$ cat src/rtl/core/bdac_pkg.sv
package bdac_pkg;

    localparam int VALUE_W    = 32;
    localparam int OP_W       = 3;
    localparam int CHAR_W     = 7;
    localparam int BCD_DIGITS = 10;
    localparam int BCD_W      = 4 * BCD_DIGITS;
    localparam int BIT_CNT_W  = $clog2(VALUE_W);
    localparam int NDIG_W     = $clog2(BCD_DIGITS + 1);

    localparam logic [CHAR_W-1:0] CHAR_ZERO  = 7'h30;
    localparam logic [CHAR_W-1:0] CHAR_MINUS = 7'h2D;
    localparam logic [CHAR_W-1:0] CHAR_POINT = 7'h2E;
    localparam logic [CHAR_W-1:0] CHAR_VOLT  = 7'h56;

    typedef enum logic [OP_W-1:0] {
        OP_UNSIGNED    = 3'd0,
        OP_SIGNED      = 3'd1,
        OP_HUNDREDTHS  = 3'd2,
        OP_THOUSANDTHS = 3'd3,
        OP_MILLIVOLTS  = 3'd4
    } op_t;

    typedef enum logic [2:0] {
        ST_IDLE,
        ST_SKIP,
        ST_SIGN,
        ST_DIGIT,
        ST_POINT,
        ST_UNIT
    } emit_state_t;

    typedef struct packed {
        logic       neg;
        logic       volts;
        logic [1:0] frac_dig;
    } emit_cfg_t;

endpackage

$ cat src/rtl/core/bdac_dabble.sv
module bdac_dabble
    import bdac_pkg::*;
(
    input  logic               clk,
    input  logic               rst_n,
    input  logic               start,
    input  logic [VALUE_W-1:0] bin,
    output logic               busy,
    output logic               done,
    output logic [BCD_W-1:0]   bcd
);

    logic [VALUE_W-1:0]   bin_reg;
    logic [VALUE_W-1:0]   bin_next;
    logic [BCD_W-1:0]     bcd_reg;
    logic [BCD_W-1:0]     bcd_next;
    logic [BCD_W-1:0]     bcd_adj;
    logic [BIT_CNT_W-1:0] cnt_reg;
    logic [BIT_CNT_W-1:0] cnt_next;
    logic                 busy_reg;
    logic                 busy_next;
    logic                 done_reg;
    logic                 done_next;

    // Each digit of five or more is corrected by three before the next shift.
    always_comb
    begin
        for (int i = 0; i < BCD_DIGITS; i++)
        begin
            if (bcd_reg[4*i +: 4] >= 4'd5)
            begin
                bcd_adj[4*i +: 4] = bcd_reg[4*i +: 4] + 4'd3;
            end
            else
            begin
                bcd_adj[4*i +: 4] = bcd_reg[4*i +: 4];
            end
        end
    end

    always_comb
    begin
        bin_next  = bin_reg;
        bcd_next  = bcd_reg;
        cnt_next  = cnt_reg;
        busy_next = busy_reg;
        done_next = 1'b0;
        if (busy_reg)
        begin
            bcd_next = {bcd_adj[BCD_W-2:0], bin_reg[VALUE_W-1]};
            bin_next = {bin_reg[VALUE_W-2:0], 1'b0};
            cnt_next = cnt_reg + 1'b1;
            if (cnt_reg == BIT_CNT_W'(VALUE_W - 1))
            begin
                busy_next = 1'b0;
                done_next = 1'b1;
            end
        end
        else if (start)
        begin
            bin_next  = bin;
            bcd_next  = '0;
            cnt_next  = '0;
            busy_next = 1'b1;
        end
    end

    always_ff @(posedge clk or negedge rst_n)
    begin
        if (!rst_n)
        begin
            busy_reg <= 1'b0;
            done_reg <= 1'b0;
            cnt_reg  <= '0;
        end
        else
        begin
            busy_reg <= busy_next;
            done_reg <= done_next;
            cnt_reg  <= cnt_next;
        end
    end

    always_ff @(posedge clk)
    begin
        bin_reg <= bin_next;
        bcd_reg <= bcd_next;
    end

    assign busy = busy_reg;
    assign done = done_reg;
    assign bcd  = bcd_reg;

endmodule

$ cat src/rtl/core/bdac_emit.sv
module bdac_emit
    import bdac_pkg::*;
(
    input  logic              clk,
    input  logic              rst_n,
    input  logic              start,
    input  emit_cfg_t         cfg,
    input  logic [BCD_W-1:0]  bcd,
    output logic              busy,
    output logic              strobe,
    output logic [CHAR_W-1:0] text_char,
    output logic              last
);

    emit_state_t       state_reg;
    emit_state_t       state_next;
    logic [BCD_W-1:0]  bcd_reg;
    logic [BCD_W-1:0]  bcd_next;
    logic [NDIG_W-1:0] ndig_reg;
    logic [NDIG_W-1:0] ndig_next;
    emit_cfg_t         cfg_reg;
    emit_cfg_t         cfg_next;
    logic [3:0]        top_digit;
    logic [NDIG_W-1:0] min_dig;
    logic [NDIG_W-1:0] frac_w;

    assign top_digit = bcd_reg[BCD_W-1 -: 4];
    assign frac_w    = NDIG_W'(cfg_reg.frac_dig);
    assign min_dig   = frac_w + 1'b1;

    always_comb
    begin
        state_next = state_reg;
        bcd_next   = bcd_reg;
        ndig_next  = ndig_reg;
        cfg_next   = cfg_reg;
        unique case (state_reg)
            ST_IDLE:
            begin
                if (start)
                begin
                    bcd_next   = bcd;
                    ndig_next  = NDIG_W'(BCD_DIGITS);
                    cfg_next   = cfg;
                    state_next = ST_SKIP;
                end
            end
            ST_SKIP:
            begin
                if (top_digit == 4'd0 && ndig_reg > min_dig)
                begin
                    bcd_next  = {bcd_reg[BCD_W-5:0], 4'd0};
                    ndig_next = ndig_reg - 1'b1;
                end
                else if (cfg_reg.neg)
                begin
                    state_next = ST_SIGN;
                end
                else
                begin
                    state_next = ST_DIGIT;
                end
            end
            ST_SIGN:
            begin
                state_next = ST_DIGIT;
            end
            ST_DIGIT:
            begin
                bcd_next  = {bcd_reg[BCD_W-5:0], 4'd0};
                ndig_next = ndig_reg - 1'b1;
                if (ndig_reg == NDIG_W'(1))
                begin
                    state_next = cfg_reg.volts ? ST_UNIT : ST_IDLE;
                end
                else if (frac_w != '0 && ndig_reg - 1'b1 == frac_w)
                begin
                    state_next = ST_POINT;
                end
                else
                begin
                    state_next = ST_DIGIT;
                end
            end
            ST_POINT:
            begin
                state_next = ST_DIGIT;
            end
            ST_UNIT:
            begin
                state_next = ST_IDLE;
            end
            default:
            begin
                state_next = ST_IDLE;
            end
        endcase
    end

    always_comb
    begin
        strobe    = 1'b0;
        text_char = CHAR_ZERO;
        last      = 1'b0;
        unique case (state_reg)
            ST_SIGN:
            begin
                strobe    = 1'b1;
                text_char = CHAR_MINUS;
            end
            ST_DIGIT:
            begin
                strobe    = 1'b1;
                text_char = CHAR_ZERO + {3'b000, top_digit};
                last      = (ndig_reg == NDIG_W'(1)) && !cfg_reg.volts;
            end
            ST_POINT:
            begin
                strobe    = 1'b1;
                text_char = CHAR_POINT;
            end
            ST_UNIT:
            begin
                strobe    = 1'b1;
                text_char = CHAR_VOLT;
                last      = 1'b1;
            end
            default:
            begin
                strobe = 1'b0;
            end
        endcase
    end

    always_ff @(posedge clk or negedge rst_n)
    begin
        if (!rst_n)
        begin
            state_reg <= ST_IDLE;
        end
        else
        begin
            state_reg <= state_next;
        end
    end

    always_ff @(posedge clk)
    begin
        bcd_reg  <= bcd_next;
        ndig_reg <= ndig_next;
        cfg_reg  <= cfg_next;
    end

    assign busy = (state_reg != ST_IDLE);

endmodule

$ cat src/rtl/core/binary_to_decimal_ascii.sv
// Binary to decimal ASCII converter.
// An item is taken at a rising clock edge with start high and busy low. The
// item carries a mode in op and a 32-bit number in value. Modes 5 to 7 are
// accepted and dropped without producing any text, and busy stays low.
// The text comes out one character per beat on text_char, marked by strobe
// for one cycle each; last marks the final character of the item.
// The receiver cannot stall the block: every beat must be taken as it comes.
// The number is converted by a bit-serial shift-and-add-three register that
// handles one bit per cycle.
// Leading zero digits are then dropped one per cycle, and the characters
// follow one per cycle.
// Busy stays high from acceptance through the last character, so a new
// item is taken only after the last character of the previous one.
// Reset clears all control state; the block comes out of reset idle.
module binary_to_decimal_ascii
    import bdac_pkg::*;
(
    input  logic               clk,
    input  logic               rst_n,
    input  logic               start,
    input  logic [OP_W-1:0]    op,
    input  logic [VALUE_W-1:0] value,
    output logic               busy,
    output logic               strobe,
    output logic [CHAR_W-1:0]  text_char,
    output logic               last
);

    logic               accept;
    logic               op_valid;
    logic [VALUE_W-1:0] mag;
    emit_cfg_t          cfg_in;
    emit_cfg_t          cfg_reg;
    emit_cfg_t          cfg_next;
    logic               dab_busy;
    logic               dab_done;
    logic [BCD_W-1:0]   dab_bcd;
    logic               emit_busy;

    assign accept = start && !busy;

    always_comb
    begin
        op_valid        = 1'b1;
        mag             = value;
        cfg_in.neg      = 1'b0;
        cfg_in.volts    = 1'b0;
        cfg_in.frac_dig = 2'd0;
        case (op)
            OP_UNSIGNED:
            begin
                mag = value;
            end
            OP_SIGNED:
            begin
                cfg_in.neg = value[VALUE_W-1];
                mag        = value[VALUE_W-1] ? (~value + 1'b1) : value;
            end
            OP_HUNDREDTHS:
            begin
                cfg_in.frac_dig = 2'd2;
            end
            OP_THOUSANDTHS:
            begin
                cfg_in.frac_dig = 2'd3;
            end
            OP_MILLIVOLTS:
            begin
                mag             = {{(VALUE_W-16){1'b0}}, value[15:0]};
                cfg_in.volts    = 1'b1;
                cfg_in.frac_dig = 2'd3;
            end
            default:
            begin
                op_valid = 1'b0;
            end
        endcase
    end

    assign cfg_next = (accept && op_valid) ? cfg_in : cfg_reg;

    always_ff @(posedge clk)
    begin
        cfg_reg <= cfg_next;
    end

    bdac_dabble u_dabble (
        .clk   (clk),
        .rst_n (rst_n),
        .start (accept && op_valid),
        .bin   (mag),
        .busy  (dab_busy),
        .done  (dab_done),
        .bcd   (dab_bcd)
    );

    bdac_emit u_emit (
        .clk       (clk),
        .rst_n     (rst_n),
        .start     (dab_done),
        .cfg       (cfg_reg),
        .bcd       (dab_bcd),
        .busy      (emit_busy),
        .strobe    (strobe),
        .text_char (text_char),
        .last      (last)
    );

    assign busy = dab_busy || dab_done || emit_busy;

    a_strobe_in_item: assert property (@(posedge clk) disable iff (!rst_n)
        strobe |-> busy)
        else $error("character beat outside an item");

    a_gap_after_last: assert property (@(posedge clk) disable iff (!rst_n)
        strobe && last |=> !strobe)
        else $error("character beat right after the last one");

    a_valid_op_starts: assert property (@(posedge clk) disable iff (!rst_n)
        start && !busy && (op == OP_UNSIGNED || op == OP_SIGNED ||
        op == OP_HUNDREDTHS || op == OP_THOUSANDTHS || op == OP_MILLIVOLTS)
        |=> busy)
        else $error("accepted item did not start conversion");

    a_digit_after_minus: assert property (@(posedge clk) disable iff (!rst_n)
        strobe && text_char == CHAR_MINUS |=>
        strobe && text_char >= CHAR_ZERO && text_char <= CHAR_ZERO + 7'd9)
        else $error("minus sign not followed by a digit");

endmodule

$ cat config.mk
export PLATFORM = sky130hd
export DESIGN_NAME = binary_to_decimal_ascii
export DESIGN_NICKNAME = d
export VERILOG_FILES = /design/src/rtl/core/bdac_pkg.sv /design/src/rtl/core/bdac_dabble.sv /design/src/rtl/core/bdac_emit.sv /design/src/rtl/core/binary_to_decimal_ascii.sv
export SDC_FILE = /design/constraint.sdc
export NUM_CORES = 1
export LEC_CHECK = 0
export BUFFER_PORTS_ARGS = -buffer_cell sky130_fd_sc_hd__buf_2
export CAP_MARGIN = 10
export CELL_PAD_IN_SITES_DETAIL_PLACEMENT = 2
export CELL_PAD_IN_SITES_GLOBAL_PLACEMENT = 2
export CORE_MARGIN = 5
export CORE_UTILIZATION = 36
export DETAILED_ROUTE_END_ITERATION = 6
export GPL_ROUTABILITY_DRIVEN = 0
export MAX_ROUTING_LAYER = met4
export PLACE_DENSITY = 0.78
export SLEW_MARGIN = 5
export SYNTH_ARGS = -nofsm -noshare
export SYNTH_HDL_FRONTEND = slang
export SYNTH_SLANG_ARGS = --single-unit
$ cat constraint.sdc
create_clock -name clk -period 4.45 [get_ports clk]
set_input_delay 0.2225 -clock clk [delete_from_list [all_inputs] [get_ports clk]]
set_output_delay 0.2225 -clock clk [all_outputs]
set_load 0.1 [all_outputs]
==> summary.md <==
| Metric | Value |
|---|---|
| CTS tree | built |
| TritonRoute pass-1 iters | 6 |
| Nets | 826 |
| Synth Warn # | 0 |
| Post-synth top flop | edfxtp_1 |
| Reg area | 0.003964 mm^2 |
| Layout Skew | 7.253 ps |
| Fmax | 318.1 MHz |
| Crit end category | flop |
| Drt total wl | 19.57 mm |
| CP Class | flop to flop |
| Slowest Stage Delay on Critical Path | 850 ps |
| Starting DRT DRC Count | 274 |
| Crit-path max FO | 30 |
| Vias in the first global route | 6285 |
| CP max stage cell | a31oi_4 |
| Min Hold Slack | 117.1 ps |
| Final setup violation count | 0 |
| Avg Cell Area, Syn | 10.22 um^2 |
| Residual DRC | 0 |
| Clock Latency Late Sink | 430 ps |
| Fillers | 2146 |
| Asr flop ratio synth | 7.463% |
| Clock Power Share | 18.9% |
| Site row count | 52 |
| Worst-Margin Slew | 1032 ps |
| Diode count | 0 |
| Syn Nets | 782 |
| Switching pwr | 2.806 mW |
| Sequential share of the synthesized area | 54.54% |
| Chip width | 152.1 um |
| Power Density | 807.5 mW/mm^2 |
| Global route overflow | 0 |
| Hold Fails Final Rpt | 0 |
| Critical R2R Launch | u_emit.cfg_reg[1] |
| Syn Inst Count | 711 |
| Largest net degree at the start of global routing | 61 |
| Root buffer cell | clkbuf_16 |
| GRT Resource Usage Total | 17.77% |
| Status | complete, no violations |
| Initial core utilization | 36.27% |
| Cts bufs inserted | 17 |
| Fin. max-slew vios | 0 |
| Critical path arrival | 3270 ps |
| Hold Startpoint | value[0] |
| Comb pwr share | 40.7% |
| Post-CTS sizing | 0 |
| Cell taking the most area after synthesis | edfxtp_1 |
| First-pass GRT wire length | 32.53 mm |
| CP Cell Sequence | inv_1 > ha_1 > inv_1 > ha_1 > nor2b_1 > o21ai_0 > a21oi_1 > nand2_1 > a31oi_4 > buf_4 |
| Max clock buf depth | 2 |
| Final Critical Period | 3144 ps |
| Setup repair after global routing missed its margin | false |
| Synthesized flop and latch total | 134 |
| Fin area | 0.008346 mm^2 |
| Post-synth EDFFs | 123 |
| Final worst-path cycle share | 70.65% |
| Total negative slack | 0 ps |
| Avg WL per Cell | 18.85 um |
| Internal cell power | 3.933 mW |
| CP delay by family, top | compound AO/OA/AOI/OAI gates |
| Number of vias per cell | 5.305 |
| Critical path launch point type | flop |
| Area Overhead vs Synth | 14.82% |
| MaxCap Viol Count | 0 |
| Via count | 5507 |
| Worst-path clk slew | 60 ps |
| IO buf count | 47 |
| Die Ht | 152.1 um |
| Placed cell area | 0.007814 mm^2 |
| H-tree levels | 4 |
| Layout cell share with drive strength beyond 1 | 11.46% |
| Final ANT Viol Nets | 0 |
| Die area | 0.02313 mm^2 |
| Slew headroom | 31.22% |
| Initial antenna violation count | 0 |
| Syn Std Cell Area | 0.007268 mm^2 |
| Max VDD drop | 0.3269 mV |
| Top cell type's share of synthesized area | 50.82% |
| Req. time, crit path | 4580 ps |
| Seq pwr share | 40.4% |
| Leakage | 3.270 nW |
| Core box area | 0.02004 mm^2 |
| I/O pins | 48 |
| Critical Path Source | u_emit.cfg_reg[1] |
| Total clock sinks | 134 |
| Hold Crit Class | input pin to flop |
| Yosys cell types | 53 |
| DPL Wire Length | 13.58 mm |
| Sw frac | 41.64% |
| Worst Path Buf+Inv | 3 |
| Largest cells by area after synthesis | edfxtp_1 (51%), nand2_1 (7.1%), ha_1 (5.7%), o21ai_0 (5.0%), dfrtp_1 (3.4%) |
| Multi-input gate area | 0.003058 mm^2 |
[synthesized netlist by cell type (all sizes together) (3+ instances only)]
| cell type | instances |
|---|---|
| edfxtp | 123 |
| dfrtp | 10 |
| buf | 4 |
| nand3 | 11 |
| nor2 | 44 |
| or3 | 4 |
| a211oi | 11 |
| nand2 | 138 |
| and3 | 3 |
| a21oi | 27 |
| clkbuf | 26 |
| or4 | 4 |
| o41ai | 7 |
| o31ai | 9 |
| a22o | 4 |
| nand2b | 12 |
| nor3 | 20 |
| inv | 40 |
| xor2 | 28 |
| nor4 | 3 |
| xnor2 | 22 |
| nand3b | 4 |
| a31oi | 4 |
| and2 | 8 |
| nor2b | 12 |
| nand4 | 3 |
| ha | 33 |
| o21ai | 74 |
[final timing paths]
kind | depth (start not counted) | slack (ps) | to
min in group asynchronous | 2 | 210 | u_dabble.busy
max in group asynchronous | 2 | 4000 | u_dabble.cnt_reg[1]
hold / removal | 3 | 120 | u_dabble.bin_reg[0]
setup / recovery | 10 | 1310 | u_emit.bcd_reg[5]
hold reg to reg | 0 | 420 | u_emit.cfg_reg[3]
setup reg to reg | 10 | 1310 | u_emit.bcd_reg[5]
[cells by family after synthesis]
family	Yosys count	share of synthesized area, %
compound gates	149	12.39
xor+xnor	50	6.025
fa+ha+maj	33	5.681
buf+inv	71	3.735
flops	134	54.54
mux	1	0.1377
simple gates	273	17.49
[per-layer routing]
| metal | up-vias | global-route usage [%] | wire, um |
|---|---|---|---|
| li1 | 2599 | - | - |
| met1 | 2801 | 19.91 | 8111 |
| met2 | 70 | 31.75 | 10600 |
| met3 | 37 | 2.901 | 391 |
| met4 | 0 | 6.849 | 463 |
| met5 | - | - | 0 |
[what timing repair did]
action                     4_1_cts  5_1_grt
hold endpoints to repair        10        0
hold buffers                     1        0
setup endpoints to repair        0        0
buffers inserted                 0        0
[area by class of cell]
cell class,count,area share (%)
inverter,41,1.844
clock buffer,18,5.142
tap,270,4.048
multi-input combinational,506,36.64
clock inverter,14,1.109
timing repair buffer,55,3.718
sequential,134,47.50
[cells in the final DEF (no fill, tap or decap), types with 6 or more instances in the layout]
cell         n
a211oi_1    11
a21oi_1     27
and2_1       8
buf_2       47
buf_4        6
clkbuf_16   17
clkinv_1     8
dfrtp_1     10
edfxtp_1   123
ha_1        33
inv_1       40
nand2_1    137
nand2b_1    12
nand3_1     11
nor2_1      43
nor2b_1     12
nor3_1      19
o21ai_0     72
o31ai_1      8
o41ai_1      7
xnor2_1     22
xor2_1      28
[per-stage QoR]
stage / cells / worst slack (ps) / util (%) / power, mW
floorplan: 711 / 128.8 / - / 4.631
global placement: 1005 / 1470 / 38.99 / 5.193
detailed placement: 1005 / 1309 / 38.99 / 5.474
CTS: 1038 / 1251 / 41.65 / 6.838
global route: 1038 / 1095 / 41.65 / 7.219
finish: 1038 / 1306 / 41.65 / 6.739
[tightest hold or removal path: stages]
cell	delay, ps
buf_2	110
inv_1	70
o21ai_0	80
[power groups by stage]
stage / logic [mW] / clock network (mW) / registers [mW]
2_1_floorplan: 2.02 / 0 / 2.61
3_3_place_gp: 2.51 / 0 / 2.68
5_1_grt: 3.06 / 1.37 / 2.79
3_5_place_dp: 2.74 / 0 / 2.74
6_report: 2.74 / 1.27 / 2.72
4_1_cts: 2.80 / 1.30 / 2.73
(Power assumes the default switching activity.)
